[src/sv/q4sd_pkg.sv]
// Types, constants and widths shared by the 4-QAM soft-bit demapper modules.
package q4sd_pkg;

  localparam int unsigned SAMPLE_BITS = 16;
  localparam int unsigned LLR_BITS    = 24;

  localparam int unsigned PT_W       = 16;
  localparam int unsigned NS_W       = 16;
  localparam int unsigned CFG_IDX_W  = 3;
  localparam int unsigned CFG_DATA_W = 32;
  localparam int unsigned NUM_PTS    = 4;

  localparam int unsigned MAG_W     = (SAMPLE_BITS > PT_W) ? SAMPLE_BITS : PT_W;
  localparam int unsigned SQ_W      = 2 * MAG_W;
  localparam int unsigned D2_W      = SQ_W + 1;
  localparam int unsigned D2_SHIFT  = 12;
  localparam int unsigned D12_W     = D2_W - D2_SHIFT;
  localparam int unsigned PROD_W    = D12_W + NS_W;
  localparam int unsigned NS_SHIFT  = 8;
  localparam int unsigned MET_MAG_W = PROD_W - NS_SHIFT;
  localparam int unsigned MET_W     = MET_MAG_W + 1;
  localparam int unsigned L_W       = MET_W + 1;
  localparam int unsigned DIFF_W    = L_W + 1;
  localparam int unsigned CORR_W    = 12;

  localparam int unsigned D2_RND  = 2048;
  localparam int unsigned MET_RND = 128;

  localparam int unsigned CORR_KNEE = 8192;
  localparam int unsigned CORR_END  = 17751;
  localparam int unsigned CORR_B0   = 2839;
  localparam int unsigned CORR_S0   = 18554;
  localparam int unsigned CORR_B1   = 965;
  localparam int unsigned CORR_S1   = 3564;
  localparam int unsigned CORR_RND  = 32768;

  localparam int unsigned META_DEPTH = 8;
  localparam int unsigned OUT_DEPTH  = 4;

  localparam logic [CFG_DATA_W-1:0] POINT0_RESET = 32'h0B50_0B50;
  localparam logic [CFG_DATA_W-1:0] POINT1_RESET = 32'h0B50_F4B0;
  localparam logic [CFG_DATA_W-1:0] POINT2_RESET = 32'hF4B0_0B50;
  localparam logic [CFG_DATA_W-1:0] POINT3_RESET = 32'hF4B0_F4B0;
  localparam logic [NS_W-1:0]       NOISE_SCALE_RESET = 16'd256;

  typedef enum logic [CFG_IDX_W-1:0] {
    REG_POINT0      = 3'd0,
    REG_POINT1      = 3'd1,
    REG_POINT2      = 3'd2,
    REG_POINT3      = 3'd3,
    REG_NOISE_SCALE = 3'd4
  } cfg_reg_t;

  typedef logic signed [MET_W-1:0] metric_t;

  typedef struct packed {
    logic signed [SAMPLE_BITS-1:0] sample_i;
    logic signed [SAMPLE_BITS-1:0] sample_q;
    logic                          only_first_bit;
    logic                          end_of_block;
  } sym_t;

  typedef struct packed {
    logic signed [LLR_BITS-1:0] llr;
    logic                       bit_position;
    logic                       last_of_symbol;
    logic                       block_end;
  } res_t;

  typedef struct packed {
    metric_t [NUM_PTS-1:0] m;
    logic                  only_first_bit;
    logic                  end_of_block;
  } meta_t;

endpackage

[src/sv/q4sd_back.sv]
// Back end: per-bit max-star combination, LLR difference and saturation.
module q4sd_back #(
  parameter int unsigned OUT_DEPTH = 4
) (
  input  logic                               clk,
  input  logic                               rst,
  input  logic                               q_empty,
  input  q4sd_pkg::meta_t                    q_head,
  output logic                               q_pop,
  input  logic [$clog2(OUT_DEPTH+1)-1:0]     out_level,
  output logic                               out_wr,
  output q4sd_pkg::res_t                     out_wdata
);
  import q4sd_pkg::*;

  localparam int unsigned LVL_W = $clog2(OUT_DEPTH+1);
  localparam int unsigned TOT_W = LVL_W + 2;
  localparam int unsigned SAT_W = (DIFF_W > LLR_BITS) ? DIFF_W : LLR_BITS;
  localparam logic signed [SAT_W-1:0] LLR_HI =
    SAT_W'((64'sd1 <<< (LLR_BITS-1)) - 64'sd1);
  localparam logic signed [SAT_W-1:0] LLR_LO = -LLR_HI - SAT_W'(1);

  function automatic logic [CORR_W-1:0] corr_term(input logic [MET_MAG_W-1:0] x);
    logic        near;
    logic        far;
    logic [14:0] coef;
    logic [29:0] p;
    logic [29:0] r;
    logic [CORR_W-1:0] base;
    begin
      near = (x < MET_MAG_W'(CORR_KNEE));
      far  = (x >= MET_MAG_W'(CORR_END));
      coef = near ? 15'(CORR_S0) : 15'(CORR_S1);
      base = near ? CORR_W'(CORR_B0) : CORR_W'(CORR_B1);
      p    = 30'(coef) * 30'(x[14:0]);
      r    = p + 30'(CORR_RND);
      return far ? '0 : base - CORR_W'(r[29:16]);
    end
  endfunction

  logic             bit_sel;
  logic             issue;
  logic             last;
  logic [TOT_W-1:0] total;

  metric_t               a [2];
  metric_t               b [2];
  metric_t               b1_mx [2];
  logic [MET_MAG_W-1:0]  b1_d  [2];
  logic                  b1_v;
  logic                  b1_pos;
  logic                  b1_last;
  logic                  b1_eob;

  logic signed [L_W-1:0] b2_l [2];
  logic                  b2_v;
  logic                  b2_pos;
  logic                  b2_last;
  logic                  b2_eob;

  logic signed [DIFF_W-1:0] diff;
  logic signed [SAT_W-1:0]  dx;

  assign total = TOT_W'(out_level) + TOT_W'(b1_v) + TOT_W'(b2_v);
  assign issue = !q_empty && (total < TOT_W'(OUT_DEPTH));
  assign last  = bit_sel || q_head.only_first_bit;
  assign q_pop = issue && last;

  always_comb begin
    a[0] = q_head.m[0];
    b[0] = bit_sel ? q_head.m[1] : q_head.m[2];
    a[1] = bit_sel ? q_head.m[2] : q_head.m[1];
    b[1] = q_head.m[3];
  end

  always_ff @(posedge clk) begin
    if (rst) begin
      bit_sel <= 1'b0;
      b1_v    <= 1'b0;
      b2_v    <= 1'b0;
    end else begin
      if (issue) begin
        bit_sel <= !last;
      end
      b1_v <= issue;
      b2_v <= b1_v;
    end
  end

  always_ff @(posedge clk) begin
    b1_pos  <= bit_sel;
    b1_last <= last;
    b1_eob  <= last && q_head.end_of_block;
    for (int j = 0; j < 2; j++) begin
      b1_mx[j] <= (a[j] > b[j]) ? a[j] : b[j];
      b1_d[j]  <= (a[j] > b[j]) ? MET_MAG_W'(a[j] - b[j]) : MET_MAG_W'(b[j] - a[j]);
    end
    b2_pos  <= b1_pos;
    b2_last <= b1_last;
    b2_eob  <= b1_eob;
    for (int j = 0; j < 2; j++) begin
      b2_l[j] <= L_W'(b1_mx[j]) + L_W'($signed({1'b0, corr_term(b1_d[j])}));
    end
  end

  always_comb begin
    diff   = DIFF_W'(b2_l[1]) - DIFF_W'(b2_l[0]);
    dx     = SAT_W'(diff);
    out_wr = b2_v;
    priority if (dx > LLR_HI) begin
      out_wdata.llr = LLR_HI[LLR_BITS-1:0];
    end else if (dx < LLR_LO) begin
      out_wdata.llr = LLR_LO[LLR_BITS-1:0];
    end else begin
      out_wdata.llr = dx[LLR_BITS-1:0];
    end
    out_wdata.bit_position   = b2_pos;
    out_wdata.last_of_symbol = b2_last;
    out_wdata.block_end      = b2_eob;
  end

endmodule

[config.mk]
export PLATFORM = sky130hd
export DESIGN_NAME = q4sd_back
export DESIGN_NICKNAME = d
export VERILOG_FILES = /design/src/sv/q4sd_pkg.sv /design/src/sv/q4sd_back.sv
export SDC_FILE = /design/constraint.sdc
export NUM_CORES = 1
export LEC_CHECK = 0
export BUFFER_PORTS_ARGS = -buffer_cell sky130_fd_sc_hd__buf_4
export CELL_PAD_IN_SITES_DETAIL_PLACEMENT = 0
export CELL_PAD_IN_SITES_GLOBAL_PLACEMENT = 1
export CORE_MARGIN = 2
export CORE_UTILIZATION = 40
export DETAILED_ROUTE_END_ITERATION = 8
export PLACE_DENSITY = 0.67
export SYNTH_ARGS = -nofsm -noshare
export SYNTH_HDL_FRONTEND = slang
export SYNTH_SLANG_ARGS = --single-unit
export TNS_END_PERCENT = 20
[constraint.sdc]
create_clock -name clk -period 11.3 [get_ports clk]
set_input_delay 1.695 -clock clk [delete_from_list [all_inputs] [get_ports clk]]
set_output_delay 1.695 -clock clk [all_outputs]
set_load 0.02 [all_outputs]
==> summary.md <==
| Metric | Value |
|---|---|
| Post-CTS Hold Fix Bufs | 0 |
| Core ar. | 0.06412 mm^2 |
| Slowest cell delay on critical path | about 0.56 ns |
| Antenna violations before repair | 1 |
| Hold Path Class | reg -> reg |
| H-Tree Depth | 4 |
| Clk_lat worst skew | 0.46 ns |
| CTS tree | done |
| ANT cells | 0 |
| Largest net degree at the start of global routing | 70 |
| Num CTS Buffers | 17 |
| Async S/R FF share, synth | 0% |
| Tcrit/Tclk final | 92.39% |
| Mean Syn Cell Area | about 8.3 um^2 |
| CP max stage cell | dfxtp_1 |
| Boundary pin count | 157 |
| Total Wirelength | 75240 um |
| CTS Buffer Depth | 2 |
| Critical Path RT | 11.65 ns |
| CTS Sinks | 189 |
| MaxCap Viol Count | 0 |
| # setup viols final | 0 |
| Worst-path clk slew | 0.08 ns |
| RSZ-0062 raised after global routing | no |
| DR pass1 iterations | 6 |
| Synthesized netlist cell count | between 3000 and 4000 |
| Area occupied by multi-input gates | 0.01948 mm^2 |
| Wire length per cell | 18.35 um |
| Synth cell types | between 80 and 90 |
| # DRC | 0 |
| Detail Route Antenna Nets | 0 |
| Post-synthesis sequential area ratio | 14.64% |
| Global Route Usage Sum | a little under a quarter |
| Ys flop type | dfxtp_1 |
| Synth-to-Final Area Change | 10.19% |
| Post-synthesis cell area | 0.02584 mm^2 |
| Cell mode on critical path | fa_1 |
| Filler cells | 6467 |
| Post-CTS Setup Bufs | 0 |
| YS warnings | 0 |
| Starting Density | 40.30% |
| First-pass GRT wire length | 119600 um |
| CP Capture Type | flip-flop |
| Dpl hpwl | 65410 um |
| Hold Vio Cnt, Final | 0 |
| Commonest non-fill, non-tap cell in the layout | inv_1 |
| Clock Skew | 0.01044 ns |
| Critical Path AT | 10.79 ns |
| Die Ht | ~260 um |
| Pins Over Slew Limit | 0 |
| Cell row count | 93 |
| Storage cell area | 0.003787 mm^2 |
| Final GP Congestion | roughly 0.94 |
| PortBufs | around 160 |
| Die Span X | 258.2 um |
| Tmin final | 10.44 ns |
| Worst-margin pin slew | 1.067 ns |
| Status | finished clean |
| WS Path Type | reg -> reg |
| Commonest non-fill, non-tap cells in the layout | inv_1, ha_1, a21oi_1, nor2_1, fa_1 |
| Nets@finish | approximately 4000 |
| CP bufs+invs | 6 |
| Worst setup SP type | flip-flop |
| Crit Path Max Fanout | 18 |
| Fmax | approximately 0.096 GHz |
| Via count | 21250 |
| Number of global-route vias before repair | 22010 |
| EDFF count, synth | 0 |
| Crit-path leading delay family | adder cells |
| Total global routing overflow | 0 |
| Root Driver | clkbuf_16 |
| Die ar. | 0.06664 mm^2 |
| Post-synthesis sequential element count | 189 |
| Initial DRC Count | 1427 |
| Setup TNS | 0 ns |
| Slew headroom | 28.84% |
| Ratio of cells with drive above 1 in the final layout | 7.982% |
| Drt via density | 5.182 |
[stage by stage]
step           utilization [%]  setup slack, ns  instance area [um^2]  hold WS [ns]  std cells
6_report                 44.41           0.8597                 28470        0.3304       4100
5_1_grt                  44.41          0.05945                 28470        0.3326       4100
4_1_cts                  44.40           0.8345                 28470        0.3299       4100
3_5_place_dp             43.41           0.8596                 27830        0.3121       4068
3_3_place_gp             43.41            1.121                 27830        0.3102       4068
2_1_floorplan                -            1.842                 25860        0.3096       3137
[synthesized netlist by cell type (21+ instances only)]
library cell    n  area (um^2)
and3_1         21        131.4
o21ai_0       126        630.6
fa_1          218         4364
xnor2_1       125         1095
ha_1          412         5155
a21o_1         81        608.1
o21bai_1       44        330.3
a31oi_1        22        137.6
dfxtp_1       189         3784
nand2_1       192        720.7
xor2_1         56        490.5
clkbuf_1       56        210.2
inv_1         585         2196
nor3_1         31        155.2
nand4_1        33        206.5
mux2i_1        86        860.8
a21oi_1       259         1296
nor2_1        240        900.9
nand3_1        40        200.2
[layout make-up]
class | count | share of cell area, %
multi-input combinational | 2265 | 68.42
sequential | 189 | 13.30
inverter | 586 | 7.726
timing repair buffer | 173 | 4.562
tap | 855 | 3.757
clock buffer | 20 | 1.639
clock inverter | 12 | 0.5977
[registers in the layout (all words and copies together) (netlist names)]
signal and cells:
b2_l 62, b1_mx 60, b1_d 58, b1_eob 1, b1_last 1, b1_pos 1, b1_v 1, b2_eob 1
b2_last 1, b2_pos 1, bit_sel 1, out_wr 1
[timing repair]
action	CTS	global route
gates resized for setup	0	1
endpoints found under the hold margin	0	0
endpoints found under the setup margin	0	1
[routing by layer]
metal,routed length [um],up-vias,GRT usage (%)
met3,2909,69,2.238
met2,34570,474,38.17
li1,-,10540,-
met5,13,-,0
met1,35680,10170,31.21
met4,2057,2,6.888
[worst paths after layout]
path         slack, ns     endpoint  cells past startpoint         from
min reg2reg       0.33       b2_pos                      0       b1_pos
max reg2reg       0.86  b2_l[0][58]                     40  b1_d[0][42]
max               0.86  b2_l[0][58]                     40  b1_d[0][42]
min               0.33       b2_pos                      0       b1_pos
[logic make-up (layout without fill, tap and decap cells)]
group,count (synthesis),count (layout),share of synthesized area [%]
AOI/OAI and AO/OA,686,686,16.67
buffers and inverters,683,791,10.12
and+or+nand+nor,662,662,11.68
adders and majority gates,630,630,36.84
DFF,189,189,14.64
xor gates and xnor gates,181,181,6.136
muxes,98,98,3.884
other,2,8,0.02907
Power is left out: the tool's default activity adds up to more than one toggle a clock period on the data nets, which glitch-free logic cannot reach.
