### src/sv/q4sd_fifo.sv
// Small register FIFO with fill level, used between and after the demapper stages.
module q4sd_fifo #(
  parameter int unsigned WIDTH = 8,
  parameter int unsigned DEPTH = 4
) (
  input  logic                             clk,
  input  logic                             rst,
  input  logic                             wr,
  input  logic [WIDTH-1:0]                 wdata,
  input  logic                             rd,
  output logic [WIDTH-1:0]                 rdata,
  output logic                             empty,
  output logic [$clog2(DEPTH+1)-1:0]       level
);

  localparam int unsigned AW    = (DEPTH > 1) ? $clog2(DEPTH) : 1;
  localparam int unsigned LVL_W = $clog2(DEPTH+1);

  logic [WIDTH-1:0] mem [DEPTH];
  logic [AW-1:0]    wptr;
  logic [AW-1:0]    rptr;

  always_ff @(posedge clk) begin
    if (wr) begin
      mem[wptr] <= wdata;
    end
  end

  always_ff @(posedge clk) begin
    if (rst) begin
      wptr  <= '0;
      rptr  <= '0;
      level <= '0;
    end else begin
      if (wr) begin
        wptr <= (wptr == AW'(DEPTH-1)) ? '0 : wptr + AW'(1);
      end
      if (rd) begin
        rptr <= (rptr == AW'(DEPTH-1)) ? '0 : rptr + AW'(1);
      end
      unique case ({wr, rd})
        2'b10:   level <= level + LVL_W'(1);
        2'b01:   level <= level - LVL_W'(1);
        default: level <= level;
      endcase
    end
  end

  assign rdata = mem[rptr];
  assign empty = (level == '0);

endmodule

### config.mk
export PLATFORM = sky130hd
export DESIGN_NAME = q4sd_fifo
export DESIGN_NICKNAME = d
export VERILOG_FILES = /design/src/sv/q4sd_fifo.sv
export SDC_FILE = /design/constraint.sdc
export NUM_CORES = 1
export LEC_CHECK = 0
export ABC_AREA = 1
export BUFFER_PORTS_ARGS = -buffer_cell sky130_fd_sc_hd__buf_2
export CAP_MARGIN = 20
export CORE_MARGIN = 8
export CORE_UTILIZATION = 55
export CTS_CLUSTER_SIZE = 25
export DETAILED_ROUTE_END_ITERATION = 7
export GPL_ROUTABILITY_DRIVEN = 0
export PLACE_DENSITY = 0.88
export SYNTH_ARGS = -nofsm -noshare
export SYNTH_HDL_FRONTEND = slang
export SYNTH_SLANG_ARGS = --single-unit
### constraint.sdc
create_clock -name clk -period 3.6 [get_ports clk]
set_input_delay 0.36 -clock clk [delete_from_list [all_inputs] [get_ports clk]]
set_output_delay 0.36 -clock clk [all_outputs]
set_load 0.02 [all_outputs]
==> run_results.csv, run 1 <==
group,metric,value,unit
power,p_int,0.000674,W
timing,slew_violations,0,
floorplanning,die_area,5010,um^2
route,routedWlPerCell,14.9,um
global_route,antenna_found_initial,0,
global_route,grt_max_degree,18,
power,p_leak,0.751,nW
setup_path,cp_max_fo,17,
timing,fin_crit_sh,58.0,%
timing,fmax,0.479,GHz
floorplanning,dieWidth,70.8,um
finish,mostFrequentLayoutCell,"edfxtp_1",
setup_path,crit_path_end_kind,"output port",
finish,post-route-cell-area,1840,um^2
setup_path,crit_path_max_incr_delay,0.65,ns
clocking,clk_latency,0.34,ns
placement,placed_cell_area,1780,um^2
power,p_per_area,492,nW/um^2
timing,tns,0,ns
setup_path,slowest_stage,"dfxtp_1",
finish,antenna_cells,0,
placement,portBuffers,23,
yosys,synth_cell_types,18,
yosys,netlist_instances,135,
floorplanning,io_pins,24,
route,drc,0,
setup_path,crit_type,"flip-flop to output port",
clocking,clock_path_buffers,2,
route,drt-met1-wl,1.20,mm
power,p_switching,0.000232,W
placement,place_inst,189,
route,drtAntennaViolNets,0,
finish,layout_common_cells,"edfxtp_1 (32), buf_2 (23), nor2_1 (19)",
timing,period_needed,2.09,ns
setup_path,path_buf_inv,2,
timing,worst_slack,1.51,ns
global_route,grt_usage,12.5,%
floorplanning,die_height,70.8,um
setup_path,startpoint_type,"flip-flop",
run,cap_viol_max_count,0,
global_route,grt_pass1_wl,4.89,mm
timing,slew_headroom,66.4,%
route,avgViaCountPerCell,5.35,
yosys,synth.avg_cell_area,12.2,um^2
yosys,yosys_warnings,0,
placement,place_ws,1.87,ns
hold_path,worst_hold_path_type,"input port to flip-flop",
clocking,numClockSinks,41,
floorplanning,coreArea,2950,um^2
clocking,cts_tree,"done",
yosys,synth_seq_cells,41,
power,power_frac_comb,14.0,%
clocking,cts_max_level,2,
floorplanning,initial_core_util,55.8,%
finish,nets,182,
yosys,yosysTopAreaCell,"edfxtp_1",
yosys,yosysTopAreaCellShare,58.3,%
timing,worst_pin_slew,0.503,ns
route,route.met2.wl,1.44,mm
yosys,yosys-top-cells-area,"edfxtp_1 (58%), dfxtp_1 (11%), o21ai_0 (4.9%), ha_1 (4.6%), nor2_1 (4.3%)",
run_status,status,"finished clean",
finish,final_cells,197,
route,dr_wl_met3,233,um
global_route,overflow,0,
floorplanning,rows,20,
route,wl,2.93,mm
power,ir_drop,277,uV
clocking,root_buffer,"clkbuf_4",
route,firstDrtPassIters,4,
placement,hpwl,2.15,mm
clocking,clk_pin_slew,0.10,ns
route,initialDrtViolationCount,75,
power,swShare,25.6,%
timing,setup_viol,0,
setup_path,crit_family,"flip-flops",
timing,fin_skew,0.00873,ns
clocking,hold_buffers,0,
timing,rsz0062_at_grt,"no",
yosys,ys_seq_area_share,69.2,%
global_route,grt_pass1_vias,1103,
clocking,post_cts_buffers,0,
power,p_seq_share,60.9,%
yosys,syn-num-nets,154,
finish,area_delta_synth_final,11.7,%
route,via_count,1054,
clocking,cts_repair_resize_count,0,
setup_path,worstPathArrival,1.73,ns
power,total_power,0.000906,W
route,top_layer,"met4",
yosys,synth_area,1650,um^2
setup_path,critPathRequiredTime,3.24,ns
finish,drive_above_1_share,20.7,%
timing,finalHoldViolCount,0,
setup_path,worstPathCellList,"inv_2 -> o21ai_0 -> o22ai_1 -> buf_2",
power,power_frac_clock,25.1,%
clocking,cts_buffers,5,
-- power groups by stage --
stage | registers [W] | clock network [W] | logic, W
floorplan | 0.000561 | 0 | 0.0000829
global placement | 0.000560 | 0 | 0.000121
detailed placement | 0.000562 | 0 | 0.000128
CTS | 0.000552 | 0.000233 | 0.000128
global route | 0.000555 | 0.000248 | 0.000143
finish | 0.000552 | 0.000227 | 0.000127
-- cells in the mapped netlist --
| cell | number |
|---|---|
| dfxtp_1 | 9 |
| nor3_1 | 3 |
| o21ai_2 | 2 |
| nand4_1 | 1 |
| o22ai_1 | 8 |
| inv_1 | 17 |
| inv_2 | 1 |
| nand2_1 | 8 |
| nor2_1 | 19 |
| a21oi_1 | 5 |
| o21ai_0 | 16 |
| fa_1 | 1 |
| buf_6 | 2 |
| nand3_1 | 1 |
| nor2_2 | 2 |
| o21ai_1 | 2 |
| edfxtp_1 | 32 |
| ha_1 | 6 |
-- sequential cells by signal (all words and copies together) (netlist names), named ones only --
register and cells:
rptr 2, mem 32, level 3, wptr 2
-- metrics by stage --
stage,hold WS (ns),util (%)
6_report,0.212,62.4
5_1_grt,0.200,62.4
4_1_cts,0.195,62.4
3_5_place_dp,0.538,60.4
3_3_place_gp,0.505,60.4
2_1_floorplan,0.432,-
-- final timing paths --
path,start,to,slack [ns],depth (start not counted)
hold / removal,rst,wptr[0]$_SDFFE_PP0P_,0.21,2
setup / recovery,flip-flop,rdata[3],1.51,4
setup reg to reg,level[0]$_SDFFE_PP0P_,level[2]$_SDFFE_PP0P_,2.27,7
hold reg to reg,wptr[1]$_SDFFE_PP0P_,wptr[1]$_SDFFE_PP0P_,0.56,2
-- kinds of logic after synthesis --
family / Yosys count / synth area share, %
and+or+nand+nor: 34 / 8.50
AOI/OAI and AO/OA: 33 / 11.1
buffers and inverters: 20 / 5.46
adders and majority gates: 7 / 5.77
DFF: 41 / 69.2
-- routing by layer --
layer / global-route usage [%] / up-vias
met4: 5.31 / 0
met1: 13.0 / 486
li1: - / 528
met3: 5.79 / 7
met5: 0 / -
met2: 21.1 / 33
-- cell type report --
| class | count | area (um^2) |
|---|---|---|
| fill | 237 | 1110 |
| sequential | 41 | 1140 |
| clock buffer | 8 | 58.8 |
| inverter | 18 | 67.6 |
| timing repair buffer | 23 | 115 |
| tap | 33 | 41.3 |
| multi-input combinational | 74 | 418 |
Note: power is estimated with default switching activity, not from simulation.
==> run 2, diff against run 1 <==
Settings changed: CORE_UTILIZATION 55 to 50, PLACE_DENSITY 0.88 to 0.85.
Clock period 3.6 ns to 1.9 ns, I/O delays scaled along.
==> run 2 against run 1 <==
Non-clock buffer count is 2 higher. Clock skew is 0.0013 ns higher. Utilization is 4.9 points lower. Count of clock-buffer cells in the layout stayed put. Sequential share of layout area is 1.0 points lower. Cell count is 7.6% higher. Design area is 1.7% higher. Die area is 7.7% higher. Worst hold slack worse by 0.17 ns. Sequential power is 88% higher. Power is 91% higher. Critical path depth stayed put. Critical path type unchanged.
==> run_results.csv, run 2 (synthesis gave the netlist of run 1 again) <==
group,metric,value,unit
finish,largest_reg_flops,32,
timing,worst_pin_slew,0.379,ns
clocking,hold_buffers,0,
global_route,antenna_found_initial,0,
power,p_leak,0.762,nW
global_route,grt_max_degree,17,
placement,portBuffers,23,
power,power_frac_comb,14.6,%
clocking,cts_tree,"done",
floorplanning,coreArea,3260,um^2
setup_path,crit_path_end_kind,"output port",
run,cap_viol_max_count,0,
route,drc,0,
timing,fmax,0.581,GHz
power,p_seq_share,60.3,%
clocking,clk_latency,0.34,ns
route,avgViaCountPerCell,5.00,
clocking,numClockSinks,41,
global_route,grt_usage,12.4,%
route,wl,3.07,mm
floorplanning,dieWidth,73.4,um
timing,tns,0,ns
global_route,overflow,0,
timing,slew_violations,0,
route,initialDrtViolationCount,98,
power,p_switching,0.000446,W
timing,setup_viol,0,
clocking,clock_path_buffers,2,
power,power_frac_clock,25.2,%
floorplanning,die_area,5390,um^2
global_route,grt_pass1_wl,4.93,mm
setup_path,critPathRequiredTime,1.71,ns
finish,area_delta_synth_final,13.6,%
power,ir_drop,569,uV
timing,holdWs,0.0432,ns
run_status,status,"finished clean",
clocking,clk_pin_slew,0.10,ns
placement,place_ws,0.386,ns
floorplanning,initial_core_util,50.6,%
setup_path,crit_type,"flip-flop to output port",
finish,nets,184,
timing,finalHoldViolCount,0,
finish,drive_above_1_share,21.7,%
route,via_count,1059,
finish,mostFrequentLayoutCell,"edfxtp_1",
finish,top_register,"mem",
floorplanning,die_height,73.4,um
floorplanning,rows,21,
route,drtAntennaViolNets,0,
power,p_per_area,922,nW/um^2
setup_path,startpoint_type,"flip-flop",
power,swShare,25.8,%
power,p_int,0.00128,W
timing,period_needed,1.72,ns
route,routedWlPerCell,14.5,um
timing,slew_headroom,74.7,%
finish,reg.largest.list,"mem: 32 flops, level: 3 flops",
route,firstDrtPassIters,4,
setup_path,crit_path_max_incr_delay,0.42,ns
placement,hpwl,2.11,mm
setup_path,cp_max_fo,9,
finish,layout_common_cells,"edfxtp_1 (32), buf_2 (23), nor2_1 (19)",
timing,fin_skew,0.0100,ns
clocking,root_buffer,"clkbuf_4",
clocking,post_cts_buffers,0,
setup_path,slowest_stage,"dfxtp_1",
global_route,grt_pass1_vias,1090,
timing,fin_crit_sh,90.5,%
clocking,cts_buffers,5,
timing,rsz0062_at_grt,"no",
setup_path,worstPathArrival,1.53,ns
setup_path,worstPathCellList,"inv_1 -> o21ai_0 -> o22ai_1 -> buf_2",
hold_path,worst_hold_path_type,"input port to flip-flop",
clocking,cts_repair_resize_count,0,
finish,antenna_cells,0,
clocking,cts_max_level,2,
timing,worst_slack,0.180,ns
floorplanning,io_pins,24,
==> run 2: cell type report <==
class | instances | area (um^2)
Timing Repair Buffer | 25 | 130
Fill cell | 288 | 1390
Inverter | 18 | 67.6
Multi-Input combinational cell | 74 | 418
Tap cell | 46 | 57.6
Sequential cell | 41 | 1140
Clock buffer | 8 | 58.8
==> run 2: path summary, 6_finish.rpt <==
path | cells after the start | startpoint | endpoint | slack [ns]
setup / recovery | 4 | flip-flop | rdata[2] | 0.18
hold reg to reg | 2 | rptr[0]$_SDFFE_PP0P_ | flip-flop | 0.55
setup reg to reg | 7 | level[0]$_SDFFE_PP0P_ | level[2]$_SDFFE_PP0P_ | 0.57
hold / removal | 2 | rst | wptr[0]$_SDFFE_PP0P_ | 0.04
==> run 2: power groups by stage <==
stage | clock network (W) | logic [W] | registers (W)
after detailed placement | 0 | 0.000254 | 0.00106
after global routing | 0.000475 | 0.000282 | 0.00105
final | 0.000435 | 0.000251 | 0.00104
after global placement | 0 | 0.000240 | 0.00106
after floorplan | 0 | 0.000157 | 0.00106
after CTS | 0.000439 | 0.000255 | 0.00104
==> run 2: per-layer routing <==
| layer | track usage [%] | vias to the layer above | share of wire, % |
|---|---|---|---|
| met5 | 0 | - | 0 |
| met4 | 4.88 | 0 | 0.98 |
| met3 | 5.18 | 4 | 7.3 |
| met2 | 20.7 | 27 | 48 |
| met1 | 13.7 | 497 | 43 |
| li1 | - | 531 | - |
==> run 2: critical path, delay by kind of cell (launching register included) <==
kind	cells	cell delay, ns
DFF	1	0.42
buffers and inverters	2	0.48
AOI/OAI and AO/OA	2	0.30
==> run 2: through the flow <==
| step | total power (W) | instances | utilization [%] | area, um^2 |
|---|---|---|---|---|
| floorplan | 0.00122 | 135 | - | 1650 |
| finish | 0.00173 | 212 | 57.5 | 1870 |
| detailed placement | 0.00131 | 204 | 55.7 | 1810 |
| global route | 0.00180 | 212 | 57.5 | 1870 |
| global placement | 0.00130 | 204 | 55.7 | 1810 |
| CTS | 0.00173 | 212 | 57.5 | 1870 |
==> run 3, diff against run 2 <==
Settings changed: CORE_ASPECT_RATIO set to 1.5, CORE_UTILIZATION 50 to 55, CTS_BUF_LIST set to sky130_fd_sc_hd__clkbuf_8, PLACE_DENSITY 0.85 to 0.88.
Clock period 1.9 ns to 1.8 ns, I/O delays scaled along.
==> run 3 against run 2 <==
Wire length down 7.4%. Global-route usage is 0.41 points lower. Cell count is 3.8% lower. Design area is 0.27% higher. Clock skew down 0.0049 ns. Highest routed layer unchanged.
==> run_results.csv, run 3 (synthesis gave the netlist of run 1 again) <==
group,metric,value,unit
placement,hpwl,2.03,mm
timing,period_needed,1.64,ns
clocking,cts_repair_resize_count,0,
finish,post-route-util,65.1,%
setup_path,worstPathArrival,1.46,ns
timing,setup_viol,0,
global_route,grt_pass1_wl,4.60,mm
floorplanning,die_height,83.1,um
finish,top_register,"mem",
floorplanning,rows,24,
timing,slew_headroom,74.4,%
finish,reg.largest.list,"mem: 32 flops, level: 3 flops",
setup_path,worstPathCellList,"buf_4 -> o21ai_0 -> o22ai_1 -> buf_2",
global_route,busiest_layer,"met2",
timing,worst_pin_slew,0.384,ns
route,firstDrtPassIters,4,
placement,portBuffers,23,
finish,largest_reg_flops,32,
route,routedWlPerCell,13.9,um
setup_path,crit_path_end_kind,"output port",
clocking,cts_max_level,2,
finish,antenna_cells,0,
finish,area_delta_synth_final,13.9,%
clocking,root_buffer,"clkbuf_8",
setup_path,slowest_stage,"dfxtp_1",
timing,tns,0,ns
global_route,antenna_found_initial,0,
power,p_per_area,1000,nW/um^2
timing,fmax,0.611,GHz
floorplanning,die_area,5040,um^2
run_status,status,"finished clean",
setup_path,crit_path_max_incr_delay,0.51,ns
power,ir_drop,595,uV
route,wl,2.84,mm
clocking,cts_buffers,5,
global_route,grt_use_met3,4.63,%
setup_path,r2r_end,"level[2]$_SDFFE_PP0P_",
finish,nets,183,
setup_path,ff2ff_path_depth,7,
finish,layout_common_cells,"edfxtp_1 (32), buf_2 (23), inv_1 (19), nor2_1 (19), o21ai_0 (16)",
clocking,clk_pin_slew,0.06,ns
timing,fin_skew,0.00516,ns
hold_path,worst_hold_path_type,"input port to flip-flop",
setup_path,critPathRequiredTime,1.62,ns
floorplanning,io_pins,24,
setup_path,cp_max_fo,10,
route,drc,0,
clocking,clk_latency,0.28,ns
clocking,hold_buffers,0,
floorplanning,coreArea,2880,um^2
route,initialDrtViolationCount,42,
setup_path,startpoint_type,"flip-flop",
route,via_count,1040,
clocking,clock_path_buffers,2,
floorplanning,dieWidth,60.7,um
setup_path,endpoint,"rdata[2]",
clocking,numClockSinks,41,
setup_path,r2r_slack,0.46,ns
global_route,overflow,0,
timing,finalHoldViolCount,0,
setup_path,crit_type,"flip-flop to output port",
finish,multi_input_area,418,um^2
finish,seqCellArea,1140,um^2
timing,rsz0062_at_grt,"no",
route,drtAntennaViolNets,0,
clocking,post_cts_buffers,0,
timing,slew_violations,0,
global_route,grt_usage,12.0,%
timing,fin_crit_sh,90.9,%
global_route,grt_max_degree,17,
global_route,grt_pass1_vias,1079,
finish,fillers,240,
global_route,met2_usage,21.3,%
floorplanning,initial_core_util,57.2,%
setup_path,regToRegStartpoint,"level[0]$_SDFFE_PP0P_",
power,p_leak,0.772,nW
finish,mostFrequentLayoutCell,"edfxtp_1",
clocking,cts_tree,"done",
global_route,grtUsageMet1,11.0,%
run,cap_viol_max_count,0,
finish,drive_above_1_share,20.6,%
route,avgViaCountPerCell,5.10,
## run 3: layout make-up
cell class	count	share of cell area, %
clock inverters	3	0.600
inverters	18	3.60
flip-flops and latches	41	60.8
repair buffers	24	6.53
clock buffers	5	3.66
well taps	39	2.60
multi-input cells	74	22.3
## run 3: per-layer routing
layer / vias up / part of all wire [%]
li1: 526 / -
met1: 476 / 38
met2: 33 / 53
met3: 5 / 6.9
met4: 0 / 1.3
met5: - / 0
## run 3: how the worst min path moves through the flow
stage	from	to	slack (ns)	depth (start not counted)
floorplan	rst	wptr[0]$_SDFFE_PP0P_	0.25	1
global placement	rst	wptr[0]$_SDFFE_PP0P_	0.38	2
detailed placement	rst	wptr[0]$_SDFFE_PP0P_	0.38	2
CTS	rst	wptr[0]$_SDFFE_PP0P_	0.08	2
global route	rst	wptr[0]$_SDFFE_PP0P_	0.1	2
finish	rst	wptr[0]$_SDFFE_PP0P_	0.09	2
## run 3: through the flow
stage | std cells | setup WS (ns) | area [um^2] | hold WS [ns] | total power [W]
final | 204 | 0.164 | 1880 | 0.0905 | 0.00188
after global placement | 196 | 0.374 | 1800 | 0.380 | 0.00136
after CTS | 204 | 0.157 | 1880 | 0.0798 | 0.00190
after floorplan | 135 | 0.425 | 1650 | 0.252 | 0.00129
after detailed placement | 196 | 0.284 | 1800 | 0.378 | 0.00138
after global routing | 204 | 0.0249 | 1880 | 0.0996 | 0.00195
## run 3: critical path, delay by kind of cell (launching register included)
| kind | cells | cell delay (ns) |
|---|---|---|
| flip-flops | 1 | 0.51 |
| buffers and inverters | 2 | 0.42 |
| AO/OA/AOI/OAI | 2 | 0.26 |
## run 3: power by group
| group | switching, W | internal (W) |
|---|---|---|
| clock network | 0.000268 | 0.000258 |
| logic | 0.000170 | 0.0000865 |
| registers | 0.0000292 | 0.00107 |
